`src/hdl/arbc_pkg.sv`:
```
// Types and constants of the retransmission backoff controller.
package arbc_pkg;

	localparam int unsigned TimeW  = 16;
	localparam int unsigned RetryW = 8;
	localparam int unsigned CfgIdxW = 2;
	localparam int unsigned CfgDataW = 16;

	localparam logic [TimeW-1:0]  FirstTimeoutRst = 16'd3;
	localparam logic [TimeW-1:0]  TimeoutCapRst   = 16'd15;
	localparam logic [RetryW-1:0] RetryLimitRst   = 8'd5;
	localparam logic [RetryW-1:0] RetryMax        = 8'hFF;

	typedef enum logic [1:0] {
		OP_START     = 2'd0,
		OP_TICK      = 2'd1,
		OP_RESPONSE  = 2'd2,
		OP_INTERRUPT = 2'd3
	} opcode_t;

	typedef enum logic [1:0] {
		RSP_ACCEPTED  = 2'd0,
		RSP_MALFORMED = 2'd1,
		RSP_REJECTED  = 2'd2,
		RSP_FATAL     = 2'd3
	} resp_kind_t;

	typedef enum logic [2:0] {
		ACT_NONE     = 3'd0,
		ACT_TRANSMIT = 3'd1,
		ACT_SUCCESS  = 3'd2,
		ACT_FAILURE  = 3'd3,
		ACT_DEAD     = 3'd4
	} action_t;

	typedef enum logic [CfgIdxW-1:0] {
		CFG_FIRST_TIMEOUT = 2'd0,
		CFG_TIMEOUT_CAP   = 2'd1,
		CFG_RETRY_LIMIT   = 2'd2,
		CFG_UNUSED        = 2'd3
	} cfg_idx_t;

endpackage

```
`src/hdl/ack_retransmit_backoff_controller_unit.sv`:
```
// Retransmission controller with exponential backoff for one acknowledged request.
// Events (start, tick, response, interrupt) enter through an input register and are applied
// to the controller state when the result register is free or drains, which also loads the
// result register, so one event is taken every cycle unless the result side stalls.
// The state update is combinational: retry count increment, wait doubling
// with a 16-bit cap compare, and countdown decrement. The output register holds a result
// until it is taken while the input register holds the next request, so a stall on the
// result side reaches the input side one request later. Configuration registers are written
// through a plain write port; first_timeout is sampled at start, the cap and retry limit are
// read at each retry.
module ack_retransmit_backoff_controller_unit (
	input  logic                                clk,
	input  logic                                arst_n,
	input  logic                                in_valid,
	output logic                                in_stall,
	input  logic [1:0]                          opcode,
	input  logic [1:0]                          response_kind,
	output logic                                out_valid,
	input  logic                                out_stall,
	output logic [2:0]                          action,
	output logic [arbc_pkg::RetryW-1:0]         retry_count,
	output logic [arbc_pkg::TimeW-1:0]          wait_now,
	input  logic                                cfg_we,
	input  logic [arbc_pkg::CfgIdxW-1:0]        cfg_index,
	input  logic [arbc_pkg::CfgDataW-1:0]       cfg_data
);

	logic [arbc_pkg::TimeW-1:0]  first_timeout_q;
	logic [arbc_pkg::TimeW-1:0]  timeout_cap_q;
	logic [arbc_pkg::RetryW-1:0] retry_limit_q;

	logic                        valid_s1;
	arbc_pkg::opcode_t           opcode_s1;
	arbc_pkg::resp_kind_t        kind_s1;

	logic                        busy_q;
	logic [arbc_pkg::RetryW-1:0] retries_q;
	logic [arbc_pkg::TimeW-1:0]  wait_q;
	logic [arbc_pkg::TimeW-1:0]  count_q;

	logic                        out_valid_q;
	arbc_pkg::action_t           action_q;
	logic [arbc_pkg::RetryW-1:0] retry_count_q;
	logic [arbc_pkg::TimeW-1:0]  wait_now_q;

	logic                        advance;
	logic                        in_fire;

	logic                        busy_d;
	logic [arbc_pkg::RetryW-1:0] retries_d;
	logic [arbc_pkg::TimeW-1:0]  wait_d;
	logic [arbc_pkg::TimeW-1:0]  count_d;
	arbc_pkg::action_t           action_d;

	logic [arbc_pkg::RetryW-1:0] retry_inc;
	logic [arbc_pkg::TimeW:0]    doubled;
	logic [arbc_pkg::TimeW-1:0]  capped;
	logic                        retry_tx;

	// The event in the input register moves on whenever the result register is free or drains.
	assign advance  = !out_valid_q || !out_stall;
	assign in_stall = valid_s1 && !advance;
	assign in_fire  = in_valid && !in_stall;

	always_ff @(posedge clk or negedge arst_n) begin
		if (!arst_n) begin
			first_timeout_q <= arbc_pkg::FirstTimeoutRst;
			timeout_cap_q   <= arbc_pkg::TimeoutCapRst;
			retry_limit_q   <= arbc_pkg::RetryLimitRst;
		end else if (cfg_we) begin
			case (arbc_pkg::cfg_idx_t'(cfg_index))
				arbc_pkg::CFG_FIRST_TIMEOUT: first_timeout_q <= cfg_data;
				arbc_pkg::CFG_TIMEOUT_CAP:   timeout_cap_q   <= cfg_data;
				arbc_pkg::CFG_RETRY_LIMIT:   retry_limit_q   <= cfg_data[arbc_pkg::RetryW-1:0];
				default: ;
			endcase
		end
	end

	always_ff @(posedge clk or negedge arst_n) begin
		if (!arst_n) begin
			valid_s1 <= 1'b0;
		end else if (!in_stall) begin
			valid_s1 <= in_valid;
		end
	end

	always_ff @(posedge clk) begin
		if (in_fire) begin
			opcode_s1 <= arbc_pkg::opcode_t'(opcode);
			kind_s1   <= arbc_pkg::resp_kind_t'(response_kind);
		end
	end

	// Shared retry step: saturating count, doubled wait in 17 bits, then the cap.
	always_comb begin
		retry_inc = (retries_q == arbc_pkg::RetryMax) ? retries_q : retries_q + 1'b1;
		doubled   = {wait_q, 1'b0};
		capped    = (doubled > {1'b0, timeout_cap_q}) ? timeout_cap_q
		                                              : doubled[arbc_pkg::TimeW-1:0];
		retry_tx  = retry_inc < retry_limit_q;
	end

	always_comb begin
		logic do_retry;
		logic expired;
		busy_d    = busy_q;
		retries_d = retries_q;
		wait_d    = wait_q;
		count_d   = count_q;
		action_d  = arbc_pkg::ACT_NONE;
		do_retry  = 1'b0;
		expired   = count_q <= {{(arbc_pkg::TimeW-1){1'b0}}, 1'b1};
		if (opcode_s1 == arbc_pkg::OP_START) begin
			retries_d = '0;
			wait_d    = first_timeout_q;
			if (retry_limit_q == '0) begin
				busy_d   = 1'b0;
				action_d = arbc_pkg::ACT_DEAD;
			end else begin
				busy_d   = 1'b1;
				count_d  = first_timeout_q;
				action_d = arbc_pkg::ACT_TRANSMIT;
			end
		end else if (busy_q) begin
			case (opcode_s1)
				arbc_pkg::OP_TICK: begin
					if (expired) begin
						count_d  = '0;
						do_retry = 1'b1;
					end else begin
						count_d = count_q - 1'b1;
					end
				end
				arbc_pkg::OP_INTERRUPT: do_retry = 1'b1;
				arbc_pkg::OP_RESPONSE: begin
					case (kind_s1)
						arbc_pkg::RSP_ACCEPTED: begin
							busy_d   = 1'b0;
							action_d = arbc_pkg::ACT_SUCCESS;
						end
						arbc_pkg::RSP_MALFORMED: do_retry = 1'b1;
						arbc_pkg::RSP_FATAL: begin
							busy_d   = 1'b0;
							action_d = arbc_pkg::ACT_FAILURE;
						end
						default: ;
					endcase
				end
				default: ;
			endcase
			if (do_retry) begin
				retries_d = retry_inc;
				wait_d    = capped;
				if (retry_tx) begin
					count_d  = capped;
					action_d = arbc_pkg::ACT_TRANSMIT;
				end else begin
					busy_d   = 1'b0;
					action_d = arbc_pkg::ACT_DEAD;
				end
			end
		end
	end

	always_ff @(posedge clk or negedge arst_n) begin
		if (!arst_n) begin
			busy_q    <= 1'b0;
			retries_q <= '0;
			wait_q    <= '0;
			count_q   <= '0;
		end else if (valid_s1 && advance) begin
			busy_q    <= busy_d;
			retries_q <= retries_d;
			wait_q    <= wait_d;
			count_q   <= count_d;
		end
	end

	always_ff @(posedge clk or negedge arst_n) begin
		if (!arst_n) begin
			out_valid_q <= 1'b0;
		end else if (advance) begin
			out_valid_q <= valid_s1;
		end
	end

	always_ff @(posedge clk) begin
		if (valid_s1 && advance) begin
			action_q      <= action_d;
			retry_count_q <= retries_d;
			wait_now_q    <= wait_d;
		end
	end

	assign out_valid   = out_valid_q;
	assign action      = action_q;
	assign retry_count = retry_count_q;
	assign wait_now    = wait_now_q;

endmodule

```
`config.mk`:
```
export PLATFORM = sky130hd
export DESIGN_NAME = ack_retransmit_backoff_controller_unit
export DESIGN_NICKNAME = d
export VERILOG_FILES = /design/src/hdl/arbc_pkg.sv /design/src/hdl/ack_retransmit_backoff_controller_unit.sv
export SDC_FILE = /design/constraint.sdc
export NUM_CORES = 1
export LEC_CHECK = 0
export BUFFER_PORTS_ARGS = -buffer_cell sky130_fd_sc_hd__buf_2
export CAP_MARGIN = 20
export CELL_PAD_IN_SITES_DETAIL_PLACEMENT = 1
export CELL_PAD_IN_SITES_GLOBAL_PLACEMENT = 1
export CORE_MARGIN = 2
export CORE_UTILIZATION = 43
export CTS_CLUSTER_DIAMETER = 120
export DETAILED_ROUTE_END_ITERATION = 10
export MAX_ROUTING_LAYER = met4
export PLACE_DENSITY_LB_ADDON = 0.1
export SYNTH_ARGS = -nofsm -noshare
export SYNTH_HDL_FRONTEND = slang
export SYNTH_SLANG_ARGS = --single-unit
```
`constraint.sdc`:
```
create_clock -name clk -period 3.1 [get_ports clk]
set_input_delay 0.62 -clock clk [delete_from_list [all_inputs] [get_ports clk]]
set_output_delay 0.62 -clock clk [all_outputs]
set_load 0.005 [all_outputs]
```
# After elaboration in Yosys (flattened, before gate mapping)
# Index checks and enable logic that the tools add are counted.
# classes
n_mux	34
reduce_logical	18
order_cmp	3
add_sub_neg	2
eq_ne	9
# ops
operator	count
$mux 16	11
$mux 8	4
$gt 17x16->1	1
$le 16x1->1 const B	1
$sub 16x1->16 const B	1
$mux 3	5
$mux 1	11
$add 8x1->8 const B	1
$eq 2x2->1 const B	4
$eq 8x8->1 const B	1
$logic_not 8->1	1
$lt 8x8->1	1
$eq 2x1->1 const B	3
$logic_not 2->1	3
$reduce_and 2->1	3
$logic_not 1->1	4
$pmux 2 s2	1
$logic_and 1x1->1	3
$pmux 1 s3	1
$reduce_and 3->1	1
$mux 2	1
$ne 2x2->1 const B	1
$reduce_bool 2->1	1
$reduce_or 2->1	1
$logic_or 1x1->1	1
# totals
wordCells	80
input_bits	27
register_bits	114
output_inout_bits	29

# Longest topological paths before layout
# Gate-level depths: netlist of the first run.
# logic_depth
ltp_word	8
mapped_depth	15
ltp_nobuf	13

# Worst setup path before layout of the first run
# OpenSTA, ideal clock, no wires.
# synth_path
kind	reg2reg
startpoint	register retries_q[0] (netlist name)
endpoint	register count_q[0] (netlist name)
setup_slack_ps	184
n_path_buf	1
setup_ps	120
t_required_ps	2980
synth_period_minus_slack_ps	2916
stages_incl_launch_ff	14
arrival_ps	2796
cell_sequence	dfrtp_1 > ha_1 > and3_1 > nand3_1 > mux2i_1 > inv_1 > ha_1 > nand4_1 > nor4_1 > a211oi_1 > and3_1 > buf_4 > a211o_1 > a31o_2
# synth_via
elab_chain_len	7
word_cells_on_any_way	8
classes_between	1 x add/sub; 1 x order compare; 1 x eq/ne; 5 x mux
# synth_rtl
element	line_no	source
start, declared	ack_retransmit_backoff_controller_unit.sv:37	logic [arbc_pkg::RetryW-1:0] retries_q;
start signal, assigned	ack_retransmit_backoff_controller_unit.sv:174	retries_q <= retries_d;
$add 8x1->8 / $eq 8x8->1 (equally long branches)	ack_retransmit_backoff_controller_unit.sv:97	retry_inc = (retries_q == arbc_pkg::RetryMax) ? retries_q : retries_q + 1'b1;
$mux 8 (*)	ack_retransmit_backoff_controller_unit.sv:97	
$lt 8x8->1 (*)	ack_retransmit_backoff_controller_unit.sv:101	retry_tx = retry_inc < retry_limit_q;
$mux 16 (*)	ack_retransmit_backoff_controller_unit.sv:155	if (retry_tx) begin
$mux 16 (*)	ack_retransmit_backoff_controller_unit.sv:152	if (do_retry) begin
$mux 16 (*)	ack_retransmit_backoff_controller_unit.sv:125	end else if (busy_q) begin
$mux 16 (*)	ack_retransmit_backoff_controller_unit.sv:114	if (opcode_s1 == arbc_pkg::OP_START) begin
end signal, assigned	ack_retransmit_backoff_controller_unit.sv:176	count_q <= count_d;
end, declared	ack_retransmit_backoff_controller_unit.sv:39	logic [arbc_pkg::TimeW-1:0] count_q;
# Mark *: on every way between the ends. The rest lies on a longest branch, timed or not. The select of a mux whose other input is x is not followed.
# A chain may end at the register's enable or synchronous reset.

# Final worst setup path of the first run
# layout_path
startpoint	register retries_q[1] (netlist name)
endpoint	register count_q[0] (netlist name)
# Same word-level chain as after synthesis.

==> results_dict.tcl, run 1 <==
set metrics [dict create \
    ys_types 68 \
    postSynth.asyncResetShare_pct 72.81 \
    routabilityCongestion 0.8488 \
    required_ns 3.41 \
    die_h_um 126.0 \
    initial_core_util_pct 44.03 \
    p_per_area_nw_per_um2 899.9 \
    drive_gt1_share_pct 33.11 \
    drtAntennaViolNets 0 \
    reg2reg_from "retries_q[1]$_DFFE_PN0P_" \
    grt_pass1_wl_um 33520 \
    cts_tree "done" \
    syn_nets 661 \
    p_switching_mw 2.586 \
    ys.flop_type "dfrtp_1" \
    place_ws_ns -0.2229 \
    dieArea_sq_um 15870 \
    multiInputGateArea_sq_um 3238 \
    violations "negative setup slack" \
    hold_path.class "in -> async" \
    critPathKind "reg -> reg" \
    final_max_slew_viol_count 0 \
    port_buffers 55 \
    syn_to_final_growth_pct 26.67 \
    fin_area_sq_um 8105 \
    tightest_slew_ns 0.9228 \
    yosys_warnings 0 \
    syn-instance-count 607 \
    finalSetupViolCount 1 \
    grt_max_degree 52 \
    post_drt_via_cell_ratio 6.125 \
    htree_levels 4 \
    wirelength_um 21520 \
    cp_max_fo 4 \
    synth_edf_count 31 \
    p_sw_share_pct 35.46 \
    clk_path_buf_depth 2 \
    critPathCaptureType "flop" \
    slew_headroom_pct 38.01 \
    reg2reg_depth 12 \
    postPlaceCellArea_sq_um 7156 \
    outcome "finished with violations" \
    clkLatencyLatePin_ns 0.43 \
    grt_pass1_vias 5950 \
    p_leak_nw 3.441 \
    clock-sinks 114 \
    peakVddDrop_uv 445.0 \
    hpwl_um 14710 \
    combPwrFrac_pct 38.2 \
    place_inst 866 \
    area.sequential_sq_um 3025 \
    antenna_found_initial 0 \
    post_drt_wl_per_cell_um 23.44 \
    gr-total-overflow 0 \
    grt_util_all_layers_pct 28.10 \
    synth-seq-cells 114 \
    arrival_ns 3.41 \
    final_core_util_pct 55.77 \
    boundaryPins 56 \
    rrSetupSlack_ns -0.001 \
    pwr-share-clk_pct 28.6 \
    numCtsBuffers 17 \
    root_buffer "clkbuf_16" \
    first_iter_violations 352 \
    finalCriticalPeriod_ns 3.101 \
    maxCapViolCount 0 \
    drc_errors 0 \
    cp-start-kind "flop" \
    finalHoldViolCount 0 \
    skew_ns 0.01073 \
    rows 44 \
    stdcell_count 918 \
    synth_area_sq_um 6399 \
    core-area_sq_um 14530 \
    clkSlewWorstSetupHoldPaths_ns 0.06 \
    nets 775 \
    antenna_cells 0 \
    p_int_mw 4.708 \
    syn_avg_cell_area_sq_um 10.54 \
    yosysSeqAreaShare_pct 47.16 \
    fmax_ghz 0.3225 \
    fp.dieW_um 126.0 \
    period_share_pct 100.0 \
    worstReg2RegEnd "count_q[0]$_DFFE_PN0P_" \
    drtPass1Iterations 7 \
    seqPwrFrac_pct 33.2 \
    dr_total_vias 5623 \
    setup_slack_ns -0.001047 \
    fill_cells 1596 \
]
## routing by layer
| layer | GRT usage, % | wire, um | vias up | share of wire, % |
|---|---|---|---|---|
| met2 | 43.36 | 10340 | 180 | 48 |
| met4 | 9.825 | 474 | 0 | 2.2 |
| met3 | 5.098 | 1265 | 38 | 5.9 |
| met1 | 37.50 | 9438 | 2889 | 44 |
| li1 | - | - | 2516 | - |
| met5 | - | 0 | - | 0 |
## layout by cell type, fill, tap and decap left out, types with 5 or more instances in the layout
cell type,Yosys,layout
a211oi_1,9,8
a21oi_1,14,13
a22oi_1,15,15
a31oi_1,7,7
a32oi_1,17,17
buf_2,2,54
buf_4,2,67
clkbuf_16,0,18
clkinv_1,1,5
dfrtp_1,75,69
dfrtp_2,0,6
dfstp_2,8,8
edfxtp_1,31,31
ha_1,27,25
inv_1,36,36
mux2_2,41,41
mux2i_1,17,13
nand2_1,36,34
nand3_1,11,8
nand4_1,8,8
nor2_1,37,32
nor3_1,12,11
nor4_1,7,6
o211ai_1,8,8
o21ai_0,36,32
o21ai_1,21,25
o22ai_1,14,13
xor2_1,12,12
## worst max-delay path by stage
stage	from	to	slack, ns	cells past startpoint
after floorplan	retries_q[0]$_DFFE_PN0P_	count_q[0]$_DFFE_PN0P_	0.18	13
after global placement	retries_q[2]$_DFFE_PN0P_	count_q[12]$_DFFE_PN0P_	-0.04	13
after detailed placement	retries_q[2]$_DFFE_PN0P_	count_q[10]$_DFFE_PN0P_	-0.22	13
after CTS	retries_q[4]$_DFFE_PN0P_	count_q[14]$_DFFE_PN0P_	0.006	12
after global routing	retries_q[0]$_DFFE_PN0P_	count_q[3]$_DFFE_PN0P_	-0.05	14
final	retries_q[1]$_DFFE_PN0P_	count_q[0]$_DFFE_PN0P_	-0.001	12
## stage by stage
step           hold slack [ns]  total power [mW]   TNS (ns)
2_1_floorplan           0.3244             3.776          0
3_5_place_dp            0.5093             4.868     -2.250
4_1_cts                 0.2370             7.119          0
3_3_place_gp            0.4727             4.723    -0.1434
6_report                0.2123             7.294  -0.001047
5_1_grt                 0.2553             7.647    -0.2565
## Yosys cell counts (9+ instances only)
library cell / n / area share (%)
a211oi_1: 9 / 1.1
a21oi_1: 14 / 1.1
a22oi_1: 15 / 1.8
a32oi_1: 17 / 2.3
clkbuf_1: 21 / 1.2
dfrtp_1: 75 / 29
edfxtp_1: 31 / 15
ha_1: 27 / 5.3
inv_1: 36 / 2.1
mux2_2: 41 / 7.2
mux2i_1: 17 / 2.7
nand2_1: 36 / 2.1
nand3_1: 11 / 0.86
nor2_1: 37 / 2.2
nor3_1: 12 / 0.94
o21ai_0: 36 / 2.8
o21ai_1: 21 / 1.6
o22ai_1: 14 / 1.4
xor2_1: 12 / 1.6
## cells by family (layout without fill, tap and decap cells)
kind of cell | Yosys count | in the layout | synth area share, %
AO/OA/AOI/OAI | 173 | 173 | 18.42
XOR/XNOR | 15 | 15 | 2.053
adder cells (fa/ha/maj) | 27 | 27 | 5.280
buffers and inverters | 67 | 194 | 4.791
flip-flops | 114 | 114 | 47.16
multiplexers | 58 | 58 | 9.875
AND/OR/NAND/NOR | 153 | 153 | 12.42
## registers in the layout, summed over array words and instances (netlist names)
name	cells
count_q	16
first_timeout_q	16
timeout_cap_q	16
wait_now	16
wait_q	16
retries_q	8
retry_count	8
retry_limit_q	8
action	3
kind_s1	2
opcode_s1	2
busy_q	1
out_valid	1
valid_s1	1
## critical path, cell delays in order (launching register included)
cell and delay [ns]:
dfrtp_2 0.44, ha_4 0.19, nand3_4 0.11, nor2_4 0.19
mux2i_4 0.28, inv_1 0.11, ha_4 0.29, nand4_1 0.14
nor4_2 0.35, a211oi_2 0.12, and3_4 0.22, a211o_1 0.29
a31o_2 0.25
## repair_timing
action,4_1_cts,5_1_grt
gates cloned,0,0
pin swaps,6,12
hold buffers,0,0
endpoints found under the hold margin,0,0
gates resized for setup,12,30
setup endpoints to repair,28,22
setup buffers,9,11
## power by group through the flow
stage / clock network, mW / logic [mW] / registers, mW
finish: 2.08 / 2.79 / 2.42
global route: 2.16 / 3.02 / 2.47
floorplan: 0 / 1.49 / 2.29
detailed placement: 0 / 2.46 / 2.41
global placement: 0 / 2.34 / 2.38
CTS: 2.10 / 2.63 / 2.39
## layout make-up
class                   instances  share of cell area (%)
clock inverters                12                   1.991
clock buffers                  20                   5.650
multi-input cells             426                   39.95
flip-flops and latches        114                   37.33
repair buffers                125                   10.53
well taps                     184                   2.840
inverters                      37                   1.713
Power figures use the tool's default switching activity.
==> inputs of run 2 (changes only) <==
- BUFFER_PORTS_ARGS: -buffer_cell sky130_fd_sc_hd__buf_2 -> default
- CORE_UTILIZATION: 43 -> 46
- DONT_BUFFER_PORTS: default -> 1
==> run 2 against run 1 <==
Effect of this change:
- highest routed layer unchanged
- critical path depth decreased by 3
- setup slack gained 0.085 ns
- the run now ends clean
- count of clock-buffer cells in the layout is 2 lower
- global-route usage is 1.2 points higher
- maximum frequency up 2.8%
- utilization is 0.72 points lower
- non-clock buffer count is 75 lower
==> results_dict.tcl, run 2 (synthesis results as in run 1) <==
set metrics [dict create \
    post_drt_via_cell_ratio 6.168 \
    grt_max_degree 76 \
    worstReg2RegEnd "wait_now[1]$_DFFE_PP_" \
    grt_util_all_layers_pct 29.28 \
    p_per_area_nw_per_um2 901.8 \
    core-area_sq_um 13720 \
    routabilityCongestion 0.9295 \
    clock-sinks 114 \
    dr_total_vias 5175 \
    clkLatencyLatePin_ns 0.43 \
    first_iter_violations 280 \
    final_common_cell "dfrtp_1" \
    clkSlewWorstSetupHoldPaths_ns 0.06 \
    root_buffer "clkbuf_16" \
    crit_path_end "wait_now[1]$_DFFE_PP_" \
    grt_pass1_vias 5476 \
    antenna_cells 0 \
    finalHoldViolCount 0 \
    post_drt_wl_per_cell_um 23.64 \
    setup_slack_ns 0.08412 \
    combPwrFrac_pct 36.1 \
    rows 43 \
    fp.dieW_um 121.9 \
    p_int_mw 4.336 \
    drtPass1Iterations 5 \
    worst_hold_slack_ns 0.04100 \
    outcome "finished, final reports clean" \
    crit_path_start "timeout_cap_q[15]$_DFFE_PN0P_" \
    clk_path_buf_depth 2 \
    routed-wl-met2_um 9789 \
    grt_pass1_wl_um 31460 \
    wirelength_um 19830 \
    nets 700 \
    postPlaceCellArea_sq_um 6843 \
    maxCapViolCount 0 \
    fmax_ghz 0.3316 \
    slew_headroom_pct 52.49 \
    gr-total-overflow 0 \
    dr_wl_met3_um 768 \
    seqPwrFrac_pct 35.8 \
    rrSetupSlack_ns 0.08 \
    final_max_slew_viol_count 0 \
    boundaryPins 56 \
    final_cell_mix "dfrtp_1 (69), buf_4 (47), mux2_2 (41)" \
    peakVddDrop_uv 512.6 \
    finalSetupTns_ns 0 \
    hpwl_um 13750 \
    hold_path.class "in -> async" \
    place_ws_ns -0.1213 \
    syn_to_final_growth_pct 18.03 \
    p_switching_mw 2.475 \
    top_layer_used "met4" \
    required_ns 3.24 \
    numCtsBuffers 17 \
    drive_gt1_share_pct 25.04 \
    p_leak_nw 3.117 \
    antenna_found_initial 0 \
    die_h_um 121.9 \
    p_sw_share_pct 36.34 \
    pwr-share-clk_pct 28.1 \
    port_buffers 0 \
    finalSetupViolCount 0 \
    cts_tree "done" \
    arrival_ns 3.16 \
    skew_ns 0.01504 \
    initial_core_util_pct 46.64 \
    htree_levels 4 \
    cp-start-kind "flop" \
    dieArea_sq_um 14870 \
    cp_max_fo 8 \
    period_share_pct 97.29 \
    finalCriticalPeriod_ns 3.016 \
    reg2reg_depth 9 \
    critPathKind "reg -> reg" \
    drc_errors 0 \
    reg2reg_from "timeout_cap_q[15]$_DFFE_PN0P_" \
    tightest_slew_ns 0.7073 \
    wl_met1_um 8964 \
    critPathCaptureType "flop" \
    drtAntennaViolNets 0 \
    fin_area_sq_um 7552 \
]
-- run 2: power groups by stage --
| stage | combinational [mW] | clock (mW) | sequential, mW |
|---|---|---|---|
| floorplan | 1.49 | 0 | 2.29 |
| global placement | 2.22 | 0 | 2.42 |
| detailed placement | 2.31 | 0 | 2.44 |
| CTS | 2.39 | 1.94 | 2.42 |
| global route | 2.66 | 2.01 | 2.50 |
| finish | 2.46 | 1.91 | 2.44 |
-- run 2: cell type report --
cell class / instances / area (sq um)
inverters: 37 / 138.9
repair buffers: 50 / 420.4
multi-input cells: 426 / 3177
clock buffers: 18 / 429.2
clock inverters: 14 / 136.4
well taps: 180 / 225.2
fillers: 1514 / 6167
flip-flops and latches: 114 / 3025
-- run 2: timing repair --
action | CTS | global route
buffers inserted | 1 | 2
resized for setup | 10 | 13
hold buffers | 1 | 0
hold endpoints to repair | 75 | 0
endpoints found under the setup margin | 12 | 17
pin swaps | 3 | 5
-- run 2: routing by layer --
metal,vias up,track usage [%]
met5,-,-
met4,0,8.549
met3,23,5.805
met2,113,46.23
met1,2668,38.40
li1,2371,-
-- run 2: through the flow --
| stage | cells | util (%) | power (mW) |
|---|---|---|---|
| 2_1_floorplan | 607 | - | 3.776 |
| 3_3_place_gp | 802 | 49.82 | 4.634 |
| 3_5_place_dp | 803 | 49.88 | 4.746 |
| 4_1_cts | 837 | 54.55 | 6.759 |
| 5_1_grt | 839 | 55.05 | 7.166 |
| 6_report | 839 | 55.05 | 6.811 |
-- run 2: worst min-delay path by stage --
stage           start                              to  slack, ns  cells after the start
6_report       arst_n    timeout_cap_q[2]$_DFFE_PN1P_       0.04                      0
4_1_cts        arst_n    retry_limit_q[2]$_DFFE_PN1P_       0.03                      0
3_3_place_gp   arst_n          wait_q[11]$_DFFE_PN0P_       0.33                      0
2_1_floorplan  arst_n              busy_q$_DFFE_PN0P_       0.32                      0
3_5_place_dp   arst_n   timeout_cap_q[11]$_DFFE_PN0P_       0.33                      0
5_1_grt        arst_n  first_timeout_q[1]$_DFFE_PN1P_       0.02                      0
-- run 2: worst max-delay path: stages (launching register included) --
cell	delay [ns]
dfrtp_1	0.38
inv_1	0.06
ha_1	0.33
a211oi_1	0.25
nand2_1	0.15
or3_4	0.44
o31ai_4	0.45
buf_12	0.20
mux2i_1	0.28
o21ai_0	0.18
